$ cat config.mk
export PLATFORM = sky130hd
export DESIGN_NAME = imu_fifo_frame_parser_top_flat
export DESIGN_NICKNAME = d
export VERILOG_FILES = /design/src/sv/ifp_pkg.sv /design/src/sv/ifp_if.sv /design/src/sv/ifp_step.sv /design/src/sv/imu_fifo_frame_parser_top.sv /design/src/flat_wrapper.sv
export VERILOG_INCLUDE_DIRS = /design/src /design/src/sv
export SDC_FILE = /design/constraint.sdc
export NUM_CORES = 1
export LEC_CHECK = 0
export BUFFER_PORTS_ARGS = -buffer_cell sky130_fd_sc_hd__buf_2
export CORE_MARGIN = 4
export CORE_UTILIZATION = 55
export CTS_BUF_LIST = sky130_fd_sc_hd__clkbuf_8
export DETAILED_ROUTE_END_ITERATION = 16
export MAX_ROUTING_LAYER = met4
export PLACE_DENSITY = 0.73
export RECOVER_POWER = 25
export SKIP_LAST_GASP = 1
export SLEW_MARGIN = 20
export SYNTH_ARGS = -nofsm -noshare
export SYNTH_HDL_FRONTEND = slang
export SYNTH_SLANG_ARGS = --single-unit
$ cat constraint.sdc
create_clock -name clk -period 7 [get_ports clk]
set_input_delay 1.4 -clock clk [delete_from_list [all_inputs] [get_ports clk]]
set_output_delay 1.4 -clock clk [all_outputs]
set_load 0.01 [all_outputs]
$ cat src/sv/imu_fifo_frame_parser_top_assert.svh
`ifndef IMU_FIFO_FRAME_PARSER_TOP_ASSERT_SVH
`define IMU_FIFO_FRAME_PARSER_TOP_ASSERT_SVH

// invariant checked on every clock edge outside reset
`define IFP_ASSERT_ALWAYS(lbl, expr, msg) \
    lbl: assert property (@(posedge clk) disable iff (!rst_n) (expr)) else $error(msg);

// consequence in the cycle after the trigger
`define IFP_ASSERT_NEXT(lbl, ante, cons, msg) \
    lbl: assert property (@(posedge clk) disable iff (!rst_n) (ante) |=> (cons)) else $error(msg);

// consequence in the same cycle as the trigger
`define IFP_ASSERT_SAME(lbl, ante, cons, msg) \
    lbl: assert property (@(posedge clk) disable iff (!rst_n) (ante) |-> (cons)) else $error(msg);

`endif

$ cat src/sv/ifp_pkg.sv
package ifp_pkg;

    localparam int BYTE_W = 8;
    localparam int AXIS_W = 16;
    localparam int CNT_W  = 6;
    localparam int LEFT_W = 4;
    localparam int HOLD_W = 40;

    localparam int MAX_VECTORS_DEF = 32;

    typedef enum logic [2:0] {
        CFG_ACCEL     = 3'd0,
        CFG_GYRO      = 3'd1,
        CFG_SKIP      = 3'd2,
        CFG_TIME      = 3'd3,
        CFG_INPUT_CFG = 3'd4,
        CFG_DROP      = 3'd5
    } cfg_reg_t;

    typedef enum logic [5:0] {
        MODE_HEADER     = 6'b000001,
        MODE_GYRO       = 6'b000010,
        MODE_ACCEL      = 6'b000100,
        MODE_COMB_GYRO  = 6'b001000,
        MODE_COMB_ACCEL = 6'b010000,
        MODE_DISCARD    = 6'b100000
    } mode_t;

    typedef enum logic [1:0] {
        KIND_GYRO    = 2'd0,
        KIND_ACCEL   = 2'd1,
        KIND_SUMMARY = 2'd2
    } kind_t;

    typedef struct packed {
        logic [BYTE_W-1:0] accel;
        logic [BYTE_W-1:0] gyro;
        logic [BYTE_W-1:0] skip;
        logic [BYTE_W-1:0] stime;
        logic [BYTE_W-1:0] input_cfg;
        logic [BYTE_W-1:0] drop;
    } codes_t;

    typedef struct packed {
        mode_t             mode;
        logic [LEFT_W-1:0] bytes_left;
        logic [HOLD_W-1:0] hold;
        logic [CNT_W-1:0]  gyro_seen;
        logic [CNT_W-1:0]  accel_seen;
    } state_t;

    typedef struct packed {
        kind_t                    kind;
        logic signed [AXIS_W-1:0] axis_x;
        logic signed [AXIS_W-1:0] axis_y;
        logic signed [AXIS_W-1:0] axis_z;
        logic [CNT_W-1:0]         gyro_total;
        logic [CNT_W-1:0]         accel_total;
        logic                     any_found;
        logic                     truncated;
        logic                     last_of_run;
    } res_t;

endpackage

$ cat src/sv/ifp_if.sv
interface ifp_in_if;
    logic                       valid;
    logic                       ready;
    logic [ifp_pkg::BYTE_W-1:0] fifo_byte;
    logic                       block_end;

    modport source (output valid, output fifo_byte, output block_end, input ready);
    modport sink (input valid, input fifo_byte, input block_end, output ready);
endinterface

interface ifp_out_if;
    logic                              valid;
    logic                              ready;
    logic [1:0]                        kind;
    logic signed [ifp_pkg::AXIS_W-1:0] axis_x;
    logic signed [ifp_pkg::AXIS_W-1:0] axis_y;
    logic signed [ifp_pkg::AXIS_W-1:0] axis_z;
    logic [ifp_pkg::CNT_W-1:0]         gyro_total;
    logic [ifp_pkg::CNT_W-1:0]         accel_total;
    logic                              any_found;
    logic                              truncated;
    logic                              last_of_run;

    modport source (
        output valid, output kind, output axis_x, output axis_y, output axis_z,
        output gyro_total, output accel_total, output any_found, output truncated,
        output last_of_run, input ready
    );
    modport sink (
        input valid, input kind, input axis_x, input axis_y, input axis_z,
        input gyro_total, input accel_total, input any_found, input truncated,
        input last_of_run, output ready
    );
endinterface

$ cat src/sv/ifp_step.sv
module ifp_step #(
    parameter int MAX_VECTORS = ifp_pkg::MAX_VECTORS_DEF
) (
    input  ifp_pkg::state_t             cur,
    input  ifp_pkg::codes_t             codes,
    input  logic [ifp_pkg::BYTE_W-1:0]  fifo_byte,
    input  logic                        block_end,
    output ifp_pkg::state_t             nxt,
    output ifp_pkg::res_t               res0,
    output ifp_pkg::res_t               res1,
    output logic [1:0]                  res_count
);

    localparam int CW = ifp_pkg::CNT_W;
    localparam int LW = ifp_pkg::LEFT_W;
    localparam logic [CW-1:0] MAX_CNT   = CW'(MAX_VECTORS);
    localparam logic [LW-1:0] VEC_LEFT  = LW'(6);
    localparam logic [LW-1:0] TIME_LEFT = LW'(3);
    localparam logic [LW-1:0] SHORT_LEFT = LW'(1);

    function automatic logic [ifp_pkg::AXIS_W-1:0] neg_sat(input logic [ifp_pkg::AXIS_W-1:0] v);
        if (v == 16'h8000)
        begin
            return 16'h7fff;
        end
        return 16'(-v);
    endfunction

    function automatic logic [CW-1:0] bump(input logic [CW-1:0] c);
        return (c < MAX_CNT) ? c + CW'(1) : MAX_CNT;
    endfunction

    always_comb
    begin
        logic [LW-1:0]            left;
        logic                     vec_done;
        logic                     vec_gyro;
        logic [ifp_pkg::BYTE_W-1:0] comb_code;
        ifp_pkg::state_t          st;
        ifp_pkg::res_t            vec;
        ifp_pkg::res_t            sum;

        st        = cur;
        vec_done  = 1'b0;
        vec_gyro  = 1'b0;
        left      = (cur.bytes_left == '0) ? '0 : cur.bytes_left - LW'(1);
        comb_code = codes.accel | codes.gyro;

        unique case (cur.mode) inside
            ifp_pkg::MODE_GYRO, ifp_pkg::MODE_ACCEL,
            ifp_pkg::MODE_COMB_GYRO, ifp_pkg::MODE_COMB_ACCEL:
            begin
                if (left == '0)
                begin
                    vec_done = 1'b1;
                    vec_gyro = (cur.mode == ifp_pkg::MODE_GYRO) ||
                               (cur.mode == ifp_pkg::MODE_COMB_GYRO);
                    st.hold  = '0;
                    if (cur.mode == ifp_pkg::MODE_COMB_GYRO)
                    begin
                        st.mode       = ifp_pkg::MODE_COMB_ACCEL;
                        st.bytes_left = VEC_LEFT;
                    end
                    else
                    begin
                        st.mode       = ifp_pkg::MODE_HEADER;
                        st.bytes_left = '0;
                    end
                end
                else
                begin
                    st.hold       = {cur.hold[ifp_pkg::HOLD_W-9:0], fifo_byte};
                    st.bytes_left = left;
                end
            end
            ifp_pkg::MODE_DISCARD:
            begin
                st.bytes_left = left;
                if (left == '0)
                begin
                    st.mode = ifp_pkg::MODE_HEADER;
                end
            end
            default:
            begin
                st.hold = '0;
                if (fifo_byte == comb_code)
                begin
                    st.mode       = ifp_pkg::MODE_COMB_GYRO;
                    st.bytes_left = VEC_LEFT;
                end
                else if (fifo_byte == codes.gyro)
                begin
                    st.mode       = ifp_pkg::MODE_GYRO;
                    st.bytes_left = VEC_LEFT;
                end
                else if (fifo_byte == codes.accel)
                begin
                    st.mode       = ifp_pkg::MODE_ACCEL;
                    st.bytes_left = VEC_LEFT;
                end
                else if (fifo_byte == codes.skip || fifo_byte == codes.input_cfg ||
                         fifo_byte == codes.drop)
                begin
                    st.mode       = ifp_pkg::MODE_DISCARD;
                    st.bytes_left = SHORT_LEFT;
                end
                else if (fifo_byte == codes.stime)
                begin
                    st.mode       = ifp_pkg::MODE_DISCARD;
                    st.bytes_left = TIME_LEFT;
                end
                else
                begin
                    st.mode       = ifp_pkg::MODE_HEADER;
                    st.bytes_left = '0;
                end
            end
        endcase

        if (vec_done)
        begin
            if (vec_gyro)
            begin
                st.gyro_seen = bump(cur.gyro_seen);
            end
            else
            begin
                st.accel_seen = bump(cur.accel_seen);
            end
        end

        // hold carries payload bytes 0..4, oldest in the top byte
        vec.kind        = vec_gyro ? ifp_pkg::KIND_GYRO : ifp_pkg::KIND_ACCEL;
        vec.axis_x      = {cur.hold[31:24], cur.hold[39:32]};
        vec.axis_y      = neg_sat({cur.hold[15:8], cur.hold[23:16]});
        vec.axis_z      = neg_sat({fifo_byte, cur.hold[7:0]});
        vec.gyro_total  = '0;
        vec.accel_total = '0;
        vec.any_found   = 1'b0;
        vec.truncated   = 1'b0;
        vec.last_of_run = !block_end;

        sum.kind        = ifp_pkg::KIND_SUMMARY;
        sum.axis_x      = '0;
        sum.axis_y      = '0;
        sum.axis_z      = '0;
        sum.gyro_total  = st.gyro_seen;
        sum.accel_total = st.accel_seen;
        sum.any_found   = (st.gyro_seen != '0) || (st.accel_seen != '0);
        sum.truncated   = (st.mode != ifp_pkg::MODE_HEADER);
        sum.last_of_run = 1'b1;

        if (block_end)
        begin
            st.mode       = ifp_pkg::MODE_HEADER;
            st.bytes_left = '0;
            st.hold       = '0;
            st.gyro_seen  = '0;
            st.accel_seen = '0;
        end

        nxt       = st;
        res0      = vec_done ? vec : sum;
        res1      = sum;
        res_count = {1'b0, vec_done} + {1'b0, block_end};
    end

endmodule

$ cat src/sv/imu_fifo_frame_parser_top.sv
// channel    modport  payload                                         accepted when
// fifo_ch    sink     fifo_byte, block_end                            valid && ready
// result_ch  source   kind, axis_x/y/z, totals, flags, last_of_run    valid && ready
//
// One byte is taken per cycle while fifo_ch.ready is high; the parser state updates at the accepting edge.
// Results enter a four-entry queue; the first one is on result_ch in the cycle after.
// fifo_ch.ready is low while three or more results wait in the queue.
// Reset restores the default header codes, header mode and an empty queue.
module imu_fifo_frame_parser_top #(
    parameter int MAX_VECTORS = ifp_pkg::MAX_VECTORS_DEF
) (
    input  logic       clk,
    input  logic       rst_n,
    input  logic       cfg_we,
    input  logic [2:0] cfg_index,
    input  logic [7:0] cfg_data,
    ifp_in_if.sink     fifo_ch,
    ifp_out_if.source  result_ch
);

`include "imu_fifo_frame_parser_top_assert.svh"

    localparam int QDEPTH = 4;
    localparam int QAW    = $clog2(QDEPTH);
    localparam int QCW    = QAW + 1;

    ifp_pkg::codes_t codes_reg;
    ifp_pkg::state_t state_reg;
    ifp_pkg::state_t state_next;
    ifp_pkg::res_t   res0;
    ifp_pkg::res_t   res1;
    logic [1:0]      res_count;

    ifp_pkg::res_t   q_reg [QDEPTH];
    logic [QAW-1:0]  wr_ptr_reg;
    logic [QAW-1:0]  wr_ptr_next;
    logic [QAW-1:0]  wr_ptr_inc;
    logic [QAW-1:0]  rd_ptr_reg;
    logic [QAW-1:0]  rd_ptr_next;
    logic [QCW-1:0]  count_reg;
    logic [QCW-1:0]  count_next;
    logic [1:0]      push_n;
    logic            accept;
    logic            pop;
    ifp_pkg::res_t   head;

    ifp_step #(
        .MAX_VECTORS (MAX_VECTORS)
    ) u_step (
        .cur       (state_reg),
        .codes     (codes_reg),
        .fifo_byte (fifo_ch.fifo_byte),
        .block_end (fifo_ch.block_end),
        .nxt       (state_next),
        .res0      (res0),
        .res1      (res1),
        .res_count (res_count)
    );

    always_ff @(posedge clk or negedge rst_n)
    begin
        if (!rst_n)
        begin
            codes_reg.accel     <= 8'd132;
            codes_reg.gyro      <= 8'd136;
            codes_reg.skip      <= 8'd64;
            codes_reg.stime     <= 8'd68;
            codes_reg.input_cfg <= 8'd72;
            codes_reg.drop      <= 8'd80;
        end
        else if (cfg_we)
        begin
            unique case (cfg_index)
                ifp_pkg::CFG_ACCEL:     codes_reg.accel     <= cfg_data;
                ifp_pkg::CFG_GYRO:      codes_reg.gyro      <= cfg_data;
                ifp_pkg::CFG_SKIP:      codes_reg.skip      <= cfg_data;
                ifp_pkg::CFG_TIME:      codes_reg.stime     <= cfg_data;
                ifp_pkg::CFG_INPUT_CFG: codes_reg.input_cfg <= cfg_data;
                ifp_pkg::CFG_DROP:      codes_reg.drop      <= cfg_data;
                default:                ;
            endcase
        end
    end

    assign fifo_ch.ready = (count_reg <= QCW'(QDEPTH - 2));
    assign accept        = fifo_ch.valid && fifo_ch.ready;
    assign pop           = result_ch.valid && result_ch.ready;
    assign push_n        = accept ? res_count : 2'd0;

    assign wr_ptr_inc  = wr_ptr_reg + QAW'(1);
    assign wr_ptr_next = wr_ptr_reg + QAW'(push_n);
    assign rd_ptr_next = rd_ptr_reg + QAW'(pop);
    assign count_next  = count_reg + QCW'(push_n) - QCW'(pop);

    always_ff @(posedge clk or negedge rst_n)
    begin
        if (!rst_n)
        begin
            state_reg.mode       <= ifp_pkg::MODE_HEADER;
            state_reg.bytes_left <= '0;
            state_reg.hold       <= '0;
            state_reg.gyro_seen  <= '0;
            state_reg.accel_seen <= '0;
            wr_ptr_reg           <= '0;
            rd_ptr_reg           <= '0;
            count_reg            <= '0;
        end
        else
        begin
            if (accept)
            begin
                state_reg <= state_next;
            end
            wr_ptr_reg <= wr_ptr_next;
            rd_ptr_reg <= rd_ptr_next;
            count_reg  <= count_next;
        end
    end

    always_ff @(posedge clk)
    begin
        if (push_n != 2'd0)
        begin
            q_reg[wr_ptr_reg] <= res0;
        end
        if (push_n == 2'd2)
        begin
            q_reg[wr_ptr_inc] <= res1;
        end
    end

    assign head = q_reg[rd_ptr_reg];

    assign result_ch.valid       = (count_reg != '0);
    assign result_ch.kind        = head.kind;
    assign result_ch.axis_x      = head.axis_x;
    assign result_ch.axis_y      = head.axis_y;
    assign result_ch.axis_z      = head.axis_z;
    assign result_ch.gyro_total  = head.gyro_total;
    assign result_ch.accel_total = head.accel_total;
    assign result_ch.any_found   = head.any_found;
    assign result_ch.truncated   = head.truncated;
    assign result_ch.last_of_run = head.last_of_run;

    `IFP_ASSERT_ALWAYS(a_queue_bound, count_reg <= QCW'(QDEPTH), "result queue overrun")
    `IFP_ASSERT_NEXT(a_stall_no_growth, !fifo_ch.ready, count_reg <= $past(count_reg),
        "queue grew while input stalled")
    `IFP_ASSERT_NEXT(a_burst_clears, accept && fifo_ch.block_end,
        state_reg.mode == ifp_pkg::MODE_HEADER && state_reg.gyro_seen == '0 &&
        state_reg.accel_seen == '0, "burst state not cleared after summary")
    `IFP_ASSERT_SAME(a_summary_last,
        result_ch.valid && result_ch.kind == ifp_pkg::KIND_SUMMARY,
        result_ch.last_of_run, "summary without last_of_run")

endmodule
$ cat src/flat_wrapper.sv
// flat-port wrapper written by rule: the top's interface ports become plain ports
module imu_fifo_frame_parser_top_flat 
#(
    parameter int MAX_VECTORS = ifp_pkg::MAX_VECTORS_DEF
)
  (clk, rst_n, cfg_we, cfg_index, cfg_data, fifo_ch_valid, fifo_ch_fifo_byte, fifo_ch_block_end, fifo_ch_ready, result_ch_valid, result_ch_kind, result_ch_axis_x, result_ch_axis_y, result_ch_axis_z, result_ch_gyro_total, result_ch_accel_total, result_ch_any_found, result_ch_truncated, result_ch_last_of_run, result_ch_ready);
  ifp_in_if fifo_ch_i ();
  ifp_out_if result_ch_i ();
  input  logic clk;
  input  logic rst_n;
  input  logic cfg_we;
  input  logic [2:0] cfg_index;
  input  logic [7:0] cfg_data;
  input wire logic [$bits(fifo_ch_i.valid)-1:0] fifo_ch_valid;
  input wire logic [$bits(fifo_ch_i.fifo_byte)-1:0] fifo_ch_fifo_byte;
  input wire logic [$bits(fifo_ch_i.block_end)-1:0] fifo_ch_block_end;
  output wire logic [$bits(fifo_ch_i.ready)-1:0] fifo_ch_ready;
  output wire logic [$bits(result_ch_i.valid)-1:0] result_ch_valid;
  output wire logic [$bits(result_ch_i.kind)-1:0] result_ch_kind;
  output wire logic [$bits(result_ch_i.axis_x)-1:0] result_ch_axis_x;
  output wire logic [$bits(result_ch_i.axis_y)-1:0] result_ch_axis_y;
  output wire logic [$bits(result_ch_i.axis_z)-1:0] result_ch_axis_z;
  output wire logic [$bits(result_ch_i.gyro_total)-1:0] result_ch_gyro_total;
  output wire logic [$bits(result_ch_i.accel_total)-1:0] result_ch_accel_total;
  output wire logic [$bits(result_ch_i.any_found)-1:0] result_ch_any_found;
  output wire logic [$bits(result_ch_i.truncated)-1:0] result_ch_truncated;
  output wire logic [$bits(result_ch_i.last_of_run)-1:0] result_ch_last_of_run;
  input wire logic [$bits(result_ch_i.ready)-1:0] result_ch_ready;
  assign fifo_ch_i.valid = fifo_ch_valid;
  assign fifo_ch_i.fifo_byte = fifo_ch_fifo_byte;
  assign fifo_ch_i.block_end = fifo_ch_block_end;
  assign fifo_ch_ready = fifo_ch_i.ready;
  assign result_ch_valid = result_ch_i.valid;
  assign result_ch_kind = result_ch_i.kind;
  assign result_ch_axis_x = result_ch_i.axis_x;
  assign result_ch_axis_y = result_ch_i.axis_y;
  assign result_ch_axis_z = result_ch_i.axis_z;
  assign result_ch_gyro_total = result_ch_i.gyro_total;
  assign result_ch_accel_total = result_ch_i.accel_total;
  assign result_ch_any_found = result_ch_i.any_found;
  assign result_ch_truncated = result_ch_i.truncated;
  assign result_ch_last_of_run = result_ch_i.last_of_run;
  assign result_ch_i.ready = result_ch_ready;
  imu_fifo_frame_parser_top #(.MAX_VECTORS(MAX_VECTORS)) u_core (.clk(clk), .rst_n(rst_n), .cfg_we(cfg_we), .cfg_index(cfg_index), .cfg_data(cfg_data), .fifo_ch(fifo_ch_i), .result_ch(result_ch_i));
endmodule
==> metrics.cfg <==
[status]
status = finished with violations
violations = capacitance limit, slew limit

[timing]
setup_viol = 0
tightest_slew_ps = 2588
max_freq_mhz = 180.4
fin_tns_setup_ps = 0
fin_skew_ps = 27.86
hold_violations = 0
report.final.slew_viol_count = 75
post-route-min-period_ps = 5543
slew_headroom_pct = -72.53
grt_setup_unrepaired = no
fin_crit_sh_pct = 79.18

[run]
maxCapViolCount = 2

[synthesis]
synth-edff-count = 56
syn-cell-area_um2 = 16610
yosys.cell_types.count = 66
yosysWarningCount = 0
synth.avg_cell_area_um2 = 11.11
synth_fp_nets = 1531
async_flop_share_pct = 31.03
yosysSeqAreaShare_pct = 52.43
yosys_most_used_dff = dfxtp_1
netlist_instances = 1495
ys_seq_elements = 377

[routing]
wl_um = 42260
drcViolationCount = 0
vias = 12515
vias_per_cell = 6.298
drt-pass1-iter-count = 5
drt_iter0_drc = 1200
postRouteAntennaNets = 0
wl_per_cell_um = 21.27

[critical_path]
cp.required_ps = 5600
worstPathMaxFanout = 36
cp-end-kind = primary output
crit_type = reg2out
crit_path_max_incr_delay_ps = 1890
worstSetupStartpointType = register
worstPathArrival_ps = 4140
cp_slowest_cell = clkbuf_1
path_cells = clkbuf_1, mux4_2, buf_2

[placed_design]
io_buffers = 91
hpwl_um = 27370
placement.cell_area_um2 = 17290
place.gp.congestion = 0.8756

[floorplanning]
dieWidth_um = 181.8
core_area_um2 = 29720
io-pin-count = 92
die_h_um = 181.8
num_rows = 63
start_util_pct = 55.89
die_area_um2 = 33040

[worst_hold_path]
hold_class = reg2reg

[global_route]
grt_start_max_net_pins = 93
grt_pass1_vias = 12274
grt-ovfl-total = 0
grt_pass1_wl_um = 67650
antenna_found_initial = 0
grtUsageTotal_pct = 26.03

[pwr]
max-vdd-ir-drop_mv = 0.1643
p_per_area_nw_per_um2 = 297.4
leakagePower_nw = 7.178

[cts]
post-cts-setup-buffer-count = 0
ctsResizeCount = 0
clockBufferDepth = 3
cts_tree = yes
ctsHoldBuffers = 0
cts_made_buffers = 59
htreeDepth = 2
path_clk_slew_ps = 60
root_buffer = clkbuf_8
clock_sinks = 377
clock_latency_ps = 610

[cells_and_area]
largest_reg_flops = 260
drive_gt1_share_pct = 21.29
synthToLayoutAreaGrowth_pct = 11.33
antenna_cells = 0
fin_nets = 1583
fin_area_um2 = 18490
post-route-util_pct = 62.22

==> worst max-delay path, delay by kind of cell (launching register included) <==
kind / cells / cell delay [ps]
buffers and inverters: 2 / 2070
multiplexers: 1 / 750
flip-flops: 1 / 720
==> stage by stage <==
step	setup slack [ps]	hold WS, ps	power [mW]	std cells
after floorplan	3110	419.8	3.365	1495
after global placement	2690	428.4	3.683	1876
after detailed placement	2602	441.2	3.714	1876
after CTS	2495	455.3	5.538	1987
after global routing	1262	479.7	5.757	1987
final	1457	449.8	5.498	1987
==> cell usage in the layout, fill, tap and decap left out, types with 8 or more instances in the layout <==
cell type / count
a21oi_1: 53
nand3_1: 10
o21ai_0: 139
buf_2: 88
dfstp_2: 12
ha_1: 10
a32o_1: 67
nor2_1: 59
clkbuf_8: 75
or2_2: 8
dfxtp_1: 204
dfrtp_1: 103
or3_1: 12
nor3_1: 25
xor2_1: 38
edfxtp_1: 56
nor3b_1: 8
xnor2_1: 25
mux2_2: 45
nand2_1: 183
clkinv_2: 11
a22o_1: 84
mux4_2: 65
nor4_1: 15
inv_1: 42
o22ai_1: 13
buf_4: 13
==> power breakdown <==
part	switching [mW]	internal, mW	total (mW)
Combinational	0.569	0.476	1.04
Clock	0.861	0.969	1.83
Sequential	0.236	2.39	2.62
Total	1.67	3.83	5.50
==> path summary, 6_finish.rpt <==
path	from	end	slack, ps	depth (start not counted)
worst max-delay path	u_core.rd_ptr_reg[1]$_DFF_PN0_	result_ch_kind[0]	1460	3
max in group asynchronous	rst_n	u_core.state_reg[40]$_DFFE_PN0P_	4000	2
worst min register to register	u_core.q_reg[0][42]$_SDFFE_PP0P_	u_core.q_reg[0][42]$_SDFFE_PP0P_	450	2
worst max register to register	u_core.state_reg[53]$_DFFE_PN0P_	u_core.q_reg[1][0]$_SDFFE_PP1N_	2930	11
min in group asynchronous	rst_n	u_core.codes_reg[20]$_DFFE_PN0P_	1410	1
worst min-delay path	u_core.q_reg[0][42]$_SDFFE_PP0P_	u_core.q_reg[0][42]$_SDFFE_PP0P_	450	2
==> area by class of cell <==
| cell class | count | area [um^2] |
|---|---|---|
| fillers | 2369 | 11230 |
| flip-flops and latches | 377 | 8716 |
| clock inverters | 36 | 173.9 |
| multi-input cells | 973 | 7403 |
| clock buffers | 75 | 1032 |
| well taps | 390 | 488.0 |
| inverters | 28 | 105.1 |
| repair buffers | 108 | 571.8 |
==> cells in the mapped netlist, types with 6 or more instances <==
| cell type | instances | share of area (%) |
|---|---|---|
| and2_1 | 6 | 0.23 |
| nand3_1 | 10 | 0.30 |
| or2_2 | 8 | 0.30 |
| ha_1 | 10 | 0.75 |
| dfstp_2 | 12 | 1.9 |
| xor2_1 | 38 | 2.0 |
| nor4_1 | 15 | 0.57 |
| nor3b_1 | 9 | 0.41 |
| a32o_1 | 67 | 4.0 |
| nor2_1 | 67 | 1.5 |
| nand2b_1 | 7 | 0.26 |
| a21oi_1 | 54 | 1.6 |
| dfrtp_1 | 105 | 16 |
| o21ai_0 | 139 | 4.2 |
| nand2_1 | 183 | 4.1 |
| buf_1 | 11 | 0.25 |
| edfxtp_1 | 56 | 10 |
| and4_1 | 6 | 0.32 |
| or3_1 | 12 | 0.45 |
| mux2_2 | 45 | 3.1 |
| nor3_1 | 26 | 0.78 |
| xnor2_1 | 25 | 1.3 |
| nor2b_1 | 7 | 0.26 |
| dfxtp_1 | 204 | 25 |
| inv_1 | 28 | 0.63 |
| clkbuf_1 | 96 | 2.2 |
| mux4_2 | 65 | 8.8 |
| o22ai_1 | 13 | 0.49 |
| a22o_1 | 84 | 4.4 |
| nand4_1 | 7 | 0.26 |
| buf_2 | 9 | 0.27 |
==> layer usage <==
metal | share of wire [%] | wire length, um | GRT usage, % | vias to the layer above
met4 | 2.5 | 1055 | 8.196 | 0
met5 | 0 | 0 | - | -
met3 | 7.7 | 3273 | 4.307 | 82
met1 | 43 | 18140 | 35.85 | 6219
met2 | 47 | 19790 | 40.02 | 512
li1 | - | - | - | 5702
==> kinds of logic (layout without fill, tap and decap cells) <==
| kind of cell | after synthesis | count (layout) | share of synthesized area (%) |
|---|---|---|---|
| AO/OA/AOI/OAI | 401 | 401 | 16.98 |
| AND/OR/NAND/NOR | 384 | 384 | 10.84 |
| flip-flops | 377 | 377 | 52.43 |
| buffers and inverters | 145 | 247 | 3.368 |
| multiplexers | 114 | 114 | 12.18 |
| XOR/XNOR | 63 | 63 | 3.322 |
| adder cells (fa/ha/maj) | 11 | 11 | 0.8739 |
(Power assumes the default switching activity.)
